**src/hw/rtl/mtc_pkg.sv**
```systemverilog
package mtc_pkg;

  localparam int unsigned NumCodes   = 36;
  localparam int unsigned SymMax     = 5;
  localparam int unsigned QueueDepth = 2;

  localparam logic [7:0] ChDot   = ".";
  localparam logic [7:0] ChDash  = "-";
  localparam logic [7:0] ChSlash = "/";
  localparam logic [7:0] ChSpace = " ";
  localparam logic [7:0] ChTab   = 8'h09;
  localparam logic [7:0] ChLf    = 8'h0a;
  localparam logic [7:0] ChVt    = 8'h0b;
  localparam logic [7:0] ChFf    = 8'h0c;
  localparam logic [7:0] ChCr    = 8'h0d;
  localparam logic [7:0] ChLowA  = "a";
  localparam logic [7:0] ChLowZ  = "z";
  localparam logic [7:0] CaseGap = 8'h20;

  // Expansion job for the back end: optional slash, symbols, final character.
  typedef struct packed {
    logic       slash;
    logic [2:0] len;
    logic [4:0] bits;
    logic [7:0] ch;
  } cmd_t;

  typedef struct packed {
    logic [4:0] sym;
    logic [2:0] len;
    logic       invalid;
    logic       slash;
  } token_t;

  typedef struct packed {
    logic       hit;
    logic [2:0] len;
    logic [4:0] bits;
  } enc_t;

  typedef struct packed {
    logic       hit;
    logic [7:0] ch;
  } dec_t;

  localparam logic [7:0] CodeCh [NumCodes] = '{
    "A", "B", "C", "D", "E", "F", "G", "H", "I", "J", "K", "L",
    "M", "N", "O", "P", "Q", "R", "S", "T", "U", "V", "W", "X",
    "Y", "Z", "0", "1", "2", "3", "4", "5", "6", "7", "8", "9"
  };

  localparam logic [2:0] CodeLen [NumCodes] = '{
    3'd2, 3'd4, 3'd4, 3'd3, 3'd1, 3'd4, 3'd3, 3'd4, 3'd2, 3'd4, 3'd3, 3'd4,
    3'd2, 3'd2, 3'd3, 3'd4, 3'd4, 3'd3, 3'd3, 3'd1, 3'd3, 3'd4, 3'd3, 3'd4,
    3'd4, 3'd4, 3'd5, 3'd5, 3'd5, 3'd5, 3'd5, 3'd5, 3'd5, 3'd5, 3'd5, 3'd5
  };

  localparam logic [4:0] CodeBits [NumCodes] = '{
    5'd1,  5'd8,  5'd10, 5'd4,  5'd0,  5'd2,  5'd6,  5'd0,  5'd0,  5'd7,  5'd5,  5'd4,
    5'd3,  5'd2,  5'd7,  5'd6,  5'd13, 5'd2,  5'd0,  5'd1,  5'd1,  5'd1,  5'd3,  5'd9,
    5'd11, 5'd12, 5'd31, 5'd15, 5'd7,  5'd3,  5'd1,  5'd0,  5'd16, 5'd24, 5'd28, 5'd30
  };

  function automatic logic is_white(logic [7:0] c);
    return (c == ChSpace) || (c == ChTab) || (c == ChLf) ||
           (c == ChVt) || (c == ChFf) || (c == ChCr);
  endfunction

  function automatic enc_t encode_lookup(logic [7:0] c);
    enc_t r;
    r = '0;
    for (int i = 0; i < NumCodes; i++) begin
      if (CodeCh[i] == c) begin
        r.hit  = 1'b1;
        r.len  = CodeLen[i];
        r.bits = CodeBits[i];
      end
    end
    return r;
  endfunction

  function automatic dec_t decode_lookup(logic [2:0] len, logic [4:0] sym);
    dec_t r;
    r = '0;
    for (int i = 0; i < NumCodes; i++) begin
      if (CodeLen[i] == len && CodeBits[i] == sym) begin
        r.hit = 1'b1;
        r.ch  = CodeCh[i];
      end
    end
    return r;
  endfunction

endpackage

```
**src/hw/rtl/mtc_if.sv**
```systemverilog
interface mtc_in_if;
  logic       valid;
  logic       ready;
  logic [7:0] in_char;
  logic       end_of_message;

  modport source (output valid, output in_char, output end_of_message, input ready);
  modport sink (input valid, input in_char, input end_of_message, output ready);
endinterface

interface mtc_out_if;
  logic       valid;
  logic       ready;
  logic [7:0] out_char;
  logic       last;

  modport source (output valid, output out_char, output last, input ready);
  modport sink (input valid, input out_char, input last, output ready);
endinterface

interface mtc_cfg_if;
  logic valid;
  logic ready;
  logic direction;

  modport source (output valid, output direction, input ready);
  modport sink (input valid, input direction, output ready);
endinterface

```
**src/hw/rtl/morse_text_codec_core.sv**
```systemverilog
// Morse text codec.
// in_i carries one ASCII byte per transfer with an end_of_message flag; out_o
// carries one output byte per transfer, last marking the final byte that an
// input byte caused. cfg_i writes the direction: 0 encodes text to dots and
// dashes, 1 decodes Morse tokens back to characters. Write it only while idle.
// Encoding a letter or digit gives its symbols and a space; a space gives
// "/ "; other bytes give nothing. Decoding collects a token until whitespace
// or the end mark and then gives at most one character.
// An input transfer writes its job into the queue; the expander then loads it
// into its registers, and the first output byte of the item is valid from
// them. The output expander sends one byte per cycle while out_o.ready is
// high, and an item yields 1 to 6 bytes (six for a digit). The expander loads
// the next job as the last byte of the previous one transfers.
// A two-entry job queue lets input be taken while output stalls; in_i.ready
// drops only when the queue is full. A stalled output holds its byte.
// Reset clears the direction to encode, the pending token and the queue.
module morse_text_codec_core #(
  parameter int unsigned QueueDepth = mtc_pkg::QueueDepth
) (
  input  logic      clk_i,
  input  logic      rst_ni,
  mtc_in_if.sink    in_i,
  mtc_out_if.source out_o,
  mtc_cfg_if.sink   cfg_i
);

  logic          direction_q;
  logic          push;
  logic          full;
  logic          pop;
  logic          empty;
  mtc_pkg::cmd_t push_cmd;
  mtc_pkg::cmd_t head_cmd;

  assign cfg_i.ready = 1'b1;

  always_ff @(posedge clk_i or negedge rst_ni) begin
    if (!rst_ni) begin
      direction_q <= 1'b0;
    end else if (cfg_i.valid) begin
      direction_q <= cfg_i.direction;
    end
  end

  mtc_front u_front (
    .clk_i       (clk_i),
    .rst_ni      (rst_ni),
    .direction_i (direction_q),
    .in_valid_i  (in_i.valid),
    .in_ready_o  (in_i.ready),
    .in_char_i   (in_i.in_char),
    .eom_i       (in_i.end_of_message),
    .full_i      (full),
    .push_o      (push),
    .cmd_o       (push_cmd)
  );

  mtc_queue #(
    .Depth (QueueDepth)
  ) u_queue (
    .clk_i   (clk_i),
    .rst_ni  (rst_ni),
    .push_i  (push),
    .data_i  (push_cmd),
    .full_o  (full),
    .pop_i   (pop),
    .data_o  (head_cmd),
    .empty_o (empty)
  );

  mtc_back u_back (
    .clk_i       (clk_i),
    .rst_ni      (rst_ni),
    .empty_i     (empty),
    .head_i      (head_cmd),
    .pop_o       (pop),
    .out_valid_o (out_o.valid),
    .out_ready_i (out_o.ready),
    .out_char_o  (out_o.out_char),
    .out_last_o  (out_o.last)
  );

  a_no_push_when_full: assert property (
    @(posedge clk_i) disable iff (!rst_ni) push |-> !full
  ) else $error("job pushed into full queue");

  a_burst_continues: assert property (
    @(posedge clk_i) disable iff (!rst_ni) out_o.valid && !out_o.last |=> out_o.valid
  ) else $error("output burst ended before its last byte");

  a_space_queued: assert property (
    @(posedge clk_i) disable iff (!rst_ni)
      in_i.valid && in_i.ready && !direction_q && in_i.in_char == mtc_pkg::ChSpace
      |=> !empty || out_o.valid
  ) else $error("encoded space produced no job");

  a_pop_needs_data: assert property (
    @(posedge clk_i) disable iff (!rst_ni) pop |-> !empty
  ) else $error("pop from empty queue");

endmodule

```
**src/hw/rtl/mtc_front.sv**
```systemverilog
module mtc_front (
  input  logic               clk_i,
  input  logic               rst_ni,
  input  logic               direction_i,
  input  logic               in_valid_i,
  output logic               in_ready_o,
  input  logic [7:0]         in_char_i,
  input  logic               eom_i,
  input  logic               full_i,
  output logic               push_o,
  output mtc_pkg::cmd_t      cmd_o
);

  mtc_pkg::token_t tok_q, tok_d;

  function automatic mtc_pkg::token_t absorb(mtc_pkg::token_t t, logic [7:0] c);
    mtc_pkg::token_t r;
    r = t;
    if (c == mtc_pkg::ChDot || c == mtc_pkg::ChDash) begin
      if (t.slash || t.len >= 3'(mtc_pkg::SymMax)) begin
        r.invalid = 1'b1;
      end else begin
        r.sym = {t.sym[3:0], c == mtc_pkg::ChDash};
        r.len = t.len + 3'd1;
      end
    end else if (c == mtc_pkg::ChSlash && t.len == 3'd0 && !t.slash && !t.invalid) begin
      r.slash = 1'b1;
    end else begin
      r.invalid = 1'b1;
    end
    return r;
  endfunction

  function automatic mtc_pkg::dec_t close_token(mtc_pkg::token_t t);
    mtc_pkg::dec_t r;
    r = '0;
    if (!t.invalid) begin
      if (t.slash) begin
        r.hit = 1'b1;
        r.ch  = mtc_pkg::ChSpace;
      end else if (t.len != 3'd0) begin
        r = mtc_pkg::decode_lookup(t.len, t.sym);
      end
    end
    return r;
  endfunction

  logic            accept;
  logic [7:0]      upper;
  mtc_pkg::enc_t   enc;
  mtc_pkg::dec_t   dec;
  mtc_pkg::token_t tok_work;
  logic            closing;

  assign in_ready_o = !full_i;
  assign accept     = in_valid_i && !full_i;

  always_comb begin
    upper = (in_char_i >= mtc_pkg::ChLowA && in_char_i <= mtc_pkg::ChLowZ)
            ? in_char_i - mtc_pkg::CaseGap : in_char_i;
    enc      = mtc_pkg::encode_lookup(upper);
    tok_work = mtc_pkg::is_white(in_char_i) ? tok_q : absorb(tok_q, in_char_i);
    closing  = mtc_pkg::is_white(in_char_i) || eom_i;
    dec      = close_token(tok_work);

    tok_d  = tok_q;
    push_o = 1'b0;
    cmd_o  = '0;
    cmd_o.ch = mtc_pkg::ChSpace;

    if (!direction_i) begin
      if (upper == mtc_pkg::ChSpace) begin
        push_o      = accept;
        cmd_o.slash = 1'b1;
      end else if (enc.hit) begin
        push_o     = accept;
        cmd_o.len  = enc.len;
        cmd_o.bits = 5'(enc.bits << (3'(mtc_pkg::SymMax) - enc.len));
      end
    end else begin
      if (closing) begin
        push_o   = accept && dec.hit;
        cmd_o.ch = dec.ch;
      end
      if (accept) begin
        tok_d = closing ? '0 : tok_work;
      end
    end
  end

  always_ff @(posedge clk_i or negedge rst_ni) begin
    if (!rst_ni) begin
      tok_q <= '0;
    end else begin
      tok_q <= tok_d;
    end
  end

endmodule

```
**src/hw/rtl/mtc_queue.sv**
```systemverilog
module mtc_queue #(
  parameter int unsigned Depth = mtc_pkg::QueueDepth
) (
  input  logic          clk_i,
  input  logic          rst_ni,
  input  logic          push_i,
  input  mtc_pkg::cmd_t data_i,
  output logic          full_o,
  input  logic          pop_i,
  output mtc_pkg::cmd_t data_o,
  output logic          empty_o
);

  localparam int unsigned PtrW = (Depth > 1) ? $clog2(Depth) : 1;
  localparam int unsigned CntW = $clog2(Depth + 1);

  mtc_pkg::cmd_t   mem_q [Depth];
  logic [PtrW-1:0] wr_ptr_q, wr_ptr_d;
  logic [PtrW-1:0] rd_ptr_q, rd_ptr_d;
  logic [CntW-1:0] count_q, count_d;

  assign full_o  = (count_q == CntW'(Depth));
  assign empty_o = (count_q == '0);
  assign data_o  = mem_q[rd_ptr_q];

  always_comb begin
    wr_ptr_d = wr_ptr_q;
    rd_ptr_d = rd_ptr_q;
    count_d  = count_q;
    if (push_i) begin
      wr_ptr_d = (wr_ptr_q == PtrW'(Depth - 1)) ? '0 : wr_ptr_q + PtrW'(1);
    end
    if (pop_i) begin
      rd_ptr_d = (rd_ptr_q == PtrW'(Depth - 1)) ? '0 : rd_ptr_q + PtrW'(1);
    end
    if (push_i && !pop_i) begin
      count_d = count_q + CntW'(1);
    end else if (pop_i && !push_i) begin
      count_d = count_q - CntW'(1);
    end
  end

  always_ff @(posedge clk_i or negedge rst_ni) begin
    if (!rst_ni) begin
      wr_ptr_q <= '0;
      rd_ptr_q <= '0;
      count_q  <= '0;
    end else begin
      wr_ptr_q <= wr_ptr_d;
      rd_ptr_q <= rd_ptr_d;
      count_q  <= count_d;
    end
  end

  always_ff @(posedge clk_i) begin
    if (push_i) begin
      mem_q[wr_ptr_q] <= data_i;
    end
  end

endmodule

```
**src/hw/rtl/mtc_back.sv**
```systemverilog
module mtc_back (
  input  logic          clk_i,
  input  logic          rst_ni,
  input  logic          empty_i,
  input  mtc_pkg::cmd_t head_i,
  output logic          pop_o,
  output logic          out_valid_o,
  input  logic          out_ready_i,
  output logic [7:0]    out_char_o,
  output logic          out_last_o
);

  logic       busy_q, busy_d;
  logic       slash_q, slash_d;
  logic [2:0] len_q, len_d;
  logic [4:0] bits_q, bits_d;
  logic [7:0] ch_q, ch_d;
  logic       fire;
  logic       final_beat;

  always_comb begin
    final_beat  = !slash_q && (len_q == 3'd0);
    out_valid_o = busy_q;
    out_last_o  = final_beat;
    priority if (slash_q) begin
      out_char_o = mtc_pkg::ChSlash;
    end else if (len_q != 3'd0) begin
      out_char_o = bits_q[4] ? mtc_pkg::ChDash : mtc_pkg::ChDot;
    end else begin
      out_char_o = ch_q;
    end

    fire  = busy_q && out_ready_i;
    pop_o = !empty_i && (!busy_q || (fire && final_beat));

    busy_d  = busy_q;
    slash_d = slash_q;
    len_d   = len_q;
    bits_d  = bits_q;
    ch_d    = ch_q;
    if (pop_o) begin
      busy_d  = 1'b1;
      slash_d = head_i.slash;
      len_d   = head_i.len;
      bits_d  = head_i.bits;
      ch_d    = head_i.ch;
    end else if (fire) begin
      priority if (final_beat) begin
        busy_d = 1'b0;
      end else if (slash_q) begin
        slash_d = 1'b0;
      end else begin
        len_d  = len_q - 3'd1;
        bits_d = {bits_q[3:0], 1'b0};
      end
    end
  end

  always_ff @(posedge clk_i or negedge rst_ni) begin
    if (!rst_ni) begin
      busy_q <= 1'b0;
    end else begin
      busy_q <= busy_d;
    end
  end

  always_ff @(posedge clk_i) begin
    slash_q <= slash_d;
    len_q   <= len_d;
    bits_q  <= bits_d;
    ch_q    <= ch_d;
  end

endmodule
```
**src/flat_wrapper.sv**
```systemverilog
// flat-port wrapper written by rule: the top's interface ports become plain ports
module morse_text_codec_core_flat 
#(
  parameter int unsigned QueueDepth = mtc_pkg::QueueDepth
)
  (clk_i, rst_ni, in_i_valid, in_i_in_char, in_i_end_of_message, in_i_ready, out_o_valid, out_o_out_char, out_o_last, out_o_ready, cfg_i_valid, cfg_i_direction, cfg_i_ready);
  mtc_in_if in_i_i ();
  mtc_out_if out_o_i ();
  mtc_cfg_if cfg_i_i ();
  input  logic clk_i;
  input  logic rst_ni;
  input wire logic [$bits(in_i_i.valid)-1:0] in_i_valid;
  input wire logic [$bits(in_i_i.in_char)-1:0] in_i_in_char;
  input wire logic [$bits(in_i_i.end_of_message)-1:0] in_i_end_of_message;
  output wire logic [$bits(in_i_i.ready)-1:0] in_i_ready;
  output wire logic [$bits(out_o_i.valid)-1:0] out_o_valid;
  output wire logic [$bits(out_o_i.out_char)-1:0] out_o_out_char;
  output wire logic [$bits(out_o_i.last)-1:0] out_o_last;
  input wire logic [$bits(out_o_i.ready)-1:0] out_o_ready;
  input wire logic [$bits(cfg_i_i.valid)-1:0] cfg_i_valid;
  input wire logic [$bits(cfg_i_i.direction)-1:0] cfg_i_direction;
  output wire logic [$bits(cfg_i_i.ready)-1:0] cfg_i_ready;
  assign in_i_i.valid = in_i_valid;
  assign in_i_i.in_char = in_i_in_char;
  assign in_i_i.end_of_message = in_i_end_of_message;
  assign in_i_ready = in_i_i.ready;
  assign out_o_valid = out_o_i.valid;
  assign out_o_out_char = out_o_i.out_char;
  assign out_o_last = out_o_i.last;
  assign out_o_i.ready = out_o_ready;
  assign cfg_i_i.valid = cfg_i_valid;
  assign cfg_i_i.direction = cfg_i_direction;
  assign cfg_i_ready = cfg_i_i.ready;
  morse_text_codec_core #(.QueueDepth(QueueDepth)) u_core (.clk_i(clk_i), .rst_ni(rst_ni), .in_i(in_i_i), .out_o(out_o_i), .cfg_i(cfg_i_i));
endmodule
```
**config.mk**
```make
export PLATFORM = sky130hd
export DESIGN_NAME = morse_text_codec_core_flat
export DESIGN_NICKNAME = d
export VERILOG_FILES = /design/src/hw/rtl/mtc_pkg.sv /design/src/hw/rtl/mtc_if.sv /design/src/hw/rtl/morse_text_codec_core.sv /design/src/hw/rtl/mtc_front.sv /design/src/hw/rtl/mtc_queue.sv /design/src/hw/rtl/mtc_back.sv /design/src/flat_wrapper.sv
export SDC_FILE = /design/constraint.sdc
export NUM_CORES = 1
export LEC_CHECK = 0
export BUFFER_PORTS_ARGS = -buffer_cell sky130_fd_sc_hd__buf_2
export CELL_PAD_IN_SITES_DETAIL_PLACEMENT = 1
export CELL_PAD_IN_SITES_GLOBAL_PLACEMENT = 2
export CORE_MARGIN = 4
export CORE_UTILIZATION = 42
export DETAILED_ROUTE_END_ITERATION = 16
export PLACE_DENSITY = 0.95
export SLEW_MARGIN = 5
export SYNTH_ARGS = -nofsm -noshare
export SYNTH_HDL_FRONTEND = slang
export SYNTH_SLANG_ARGS = --single-unit
```
**constraint.sdc**
```tcl
create_clock -name clk_i -period 6.5 [get_ports clk_i]
set_input_delay 0.975 -clock clk_i [delete_from_list [all_inputs] [get_ports clk_i]]
set_output_delay 0.975 -clock clk_i [all_outputs]
set_load 0.05 [all_outputs]
```
==> results.ini <==
[timing]
fin_crit_sh = 0.7387
slew_viol_final = 0
fin_worst_skew_ps = 10.69
slew_headroom = 0.2039
rsz0062_at_grt = no
fin_crit_ps = 4802
setup_viol = 0
setup_tns_ps = 0
fin_hold_ws_ps = 530.6
hold_viol = 0
worst_pin_slew_ps = 1182
clock.fmax_mhz = 208.3

[setup_path]
worst_r2r_endpoint = u_core.u_queue.count_q[1]
startpoint_type = input pin
r2r_start = u_core.u_front.tok_q[0]
r2r_setup_slack_ps = 2120
cp.required_ps = 6740
crit_fanout = 30
critPathKind = in2reg
cp.arrival_ps = 5050
endpoint_kind = flip-flop
crit_path_start = in_i_in_char[3]
r2r_cells = 13

[drt]
vias = 4354
via_per_inst = 6.356
wirelength_um = 14060
wl_per_cell_um = 20.53
drtIter0Drc = 346
drc = 0
postRouteAntennaNets = 0
dr.pass1.iters = 5

[min_path]
hold_path.class = reg2reg
hold_start = u_core.u_front.tok_q[1]
min_to = u_core.u_front.tok_q[1]
holdPathStages = 1

[clock_network]
cts_setup_buffers = 0
clockBufferDepth = 2
clk_pin_slew_ps = 60
hold_buffers = 0
clkLatencyLatePin_ps = 330
cts_root_buf = clkbuf_16
cts_resized = 0
htreeDepth = 3
cts.sinks = 64
cts_made_buffers = 9
cts_tree = done

[cells_and_area]
final_cell_mix = 57 x nor2_1, 48 x edfxtp_1, 46 x a21oi_1
final_common_cell = nor2_1
drive_gt1_frac = 0.1651
fin_nets = 563
area.growth.synth_to_final_pct = 8.209
fillerInstances = 1317
diodes = 0

[logic_synthesis]
ys_ff_latch = 64
synthCells = 535
syn_nets = 558
yosysSeqAreaShare = 0.3800
ys.flop_type = edfxtp_1
syn_avg_cell_area_sq_um = 9.060
ys_warn_count = 0
synth_cell_type_count = 89
synth_edf_count = 48
synthArstFlopShare = 0.2500
syn_area_sq_mm = 0.004847

[placement]
hpwl_um = 10750
io_buffers = 24
place_congestion = 0.9061

[grt]
antenna_found_initial = 0
grt_first_pass_wirelength_um = 22940
grt-ovfl-total = 0
grt_pass1_vias = 4309
grt_max_degree = 31
grtUsageTotal = 0.2174

[pwr]
p_seq_frac = 0.419
pwr-share-comb = 0.243
p_sw_mw = 0.4436
power_density_mw_per_mm2 = 249.9
vdd_ir_drop_max_v = 0.0002257
p_sw_frac = 0.3385
leakagePower_nw = 1.904
total_power_mw = 1.311
internal-power_mw = 0.8669
clkPwrFrac = 0.337

[floorplan]
coreArea_sq_mm = 0.01108
start_util = 0.4375
ios = 27
die_w_um = 115.4
rows = 38
dieArea_sq_mm = 0.01332
die_h_um = 115.4

[flow_run]
cap_violations = 0

[outcome]
outcome = finished, final reports clean

how the worst max path moves through the flow:
stage                                             end  slack (ps)
final                       u_core.u_queue.count_q[1]        1700
after global routing        u_core.u_queue.count_q[1]        1280
after CTS                  u_core.u_queue.mem_q[0][9]        1610
after detailed placement   u_core.u_queue.mem_q[0][9]        1270
after global placement    u_core.u_queue.mem_q[0][12]        1460
after floorplan            u_core.u_queue.mem_q[0][0]        1810
state kept, by name, indices dropped and copies added, names as in the netlist:
| signal | cells |
|---|---|
| u_core.u_queue.wr_ptr_q | 1 |
| u_core.u_front.tok_q | 10 |
| u_core.u_back.bits_q | 5 |
| u_core.direction_q | 1 |
| u_core.u_back.slash_q | 1 |
| u_core.u_back.len_q | 3 |
| u_core.u_back.out_valid_o | 1 |
| u_core.u_queue.mem_q | 32 |
| u_core.u_back.ch_q | 7 |
| u_core.u_queue.rd_ptr_q | 1 |
| u_core.u_queue.count_q | 2 |
final cells by class:
| cell class | count | area (sq um) | area share |
|---|---|---|---|
| Tap cell | 140 | 175.2 | 0.03340 |
| Timing Repair Buffer | 27 | 142.6 | 0.02719 |
| Clock buffer | 9 | 225.2 | 0.04294 |
| Multi-Input combinational cell | 421 | 2749 | 0.5241 |
| Inverter | 17 | 63.81 | 0.01217 |
| Sequential cell | 64 | 1842 | 0.3511 |
| Clock inverter | 7 | 47.55 | 0.009065 |
synthesized netlist by cell type, drive strengths merged (10+ instances only):
master  instances  area share
nor3           11       0.016
nand3          12       0.017
edfxtp         48        0.30
dfrtp          16       0.083
nand2          40       0.031
nor2           58       0.045
a31oi          14       0.018
inv            16       0.012
buf            11       0.015
nand2b         15       0.019
clkbuf         21       0.021
or2            10       0.013
mux2i          11       0.023
o21ai          41       0.045
a21oi          46       0.047
through the flow:
| step | cells | util | worst slack (ps) | instance area (sq um) |
|---|---|---|---|---|
| after global routing | 685 | 0.4735 | 1280 | 5245 |
| after global placement | 669 | 0.4482 | 1460 | 4965 |
| after CTS | 685 | 0.4728 | 1609 | 5238 |
| after detailed placement | 669 | 0.4482 | 1265 | 4965 |
| final | 685 | 0.4735 | 1698 | 5245 |
| after floorplan | 535 | - | 1814 | 4847 |
critical path, stage by stage:
cell and delay [ps]:
buf_2 430, nand4b_4 230, nor3_4 550, nand2_1 340, a31oi_1 630, nor2_1 150
a211oi_1 410, and2_1 260, a21o_1 230, a21oi_1 120, ha_1 250, xor2_1 150
nor2_1 150, xor2_1 170
cell families (layout without fill, tap and decap cells):
| group | count (synthesis) | count (layout) | synth area share |
|---|---|---|---|
| and+or+nand+nor | 200 | 200 | 0.2305 |
| AOI/OAI and AO/OA | 184 | 184 | 0.2550 |
| DFF | 64 | 64 | 0.3800 |
| buffers and inverters | 50 | 60 | 0.05653 |
| muxes | 19 | 19 | 0.04130 |
| adders and majority gates | 8 | 8 | 0.02065 |
| xor gates and xnor gates | 8 | 8 | 0.01446 |
| other | 2 | 2 | 0.001549 |
metal layers:
layer  global-route usage  part of all wire
met5                    0                 0
met3              0.03133             0.056
met1               0.3064              0.46
met2               0.3565              0.47
met4              0.04930             0.016
power by group through the flow:
stage          logic, mW  registers, mW  clock network [mW]
2_1_floorplan      0.268          0.523                   0
3_3_place_gp       0.300          0.553                   0
3_5_place_dp       0.318          0.558                   0
4_1_cts            0.321          0.551               0.447
5_1_grt            0.348          0.557               0.468
6_report           0.319          0.550               0.442
Power figures use the tool's default switching activity.
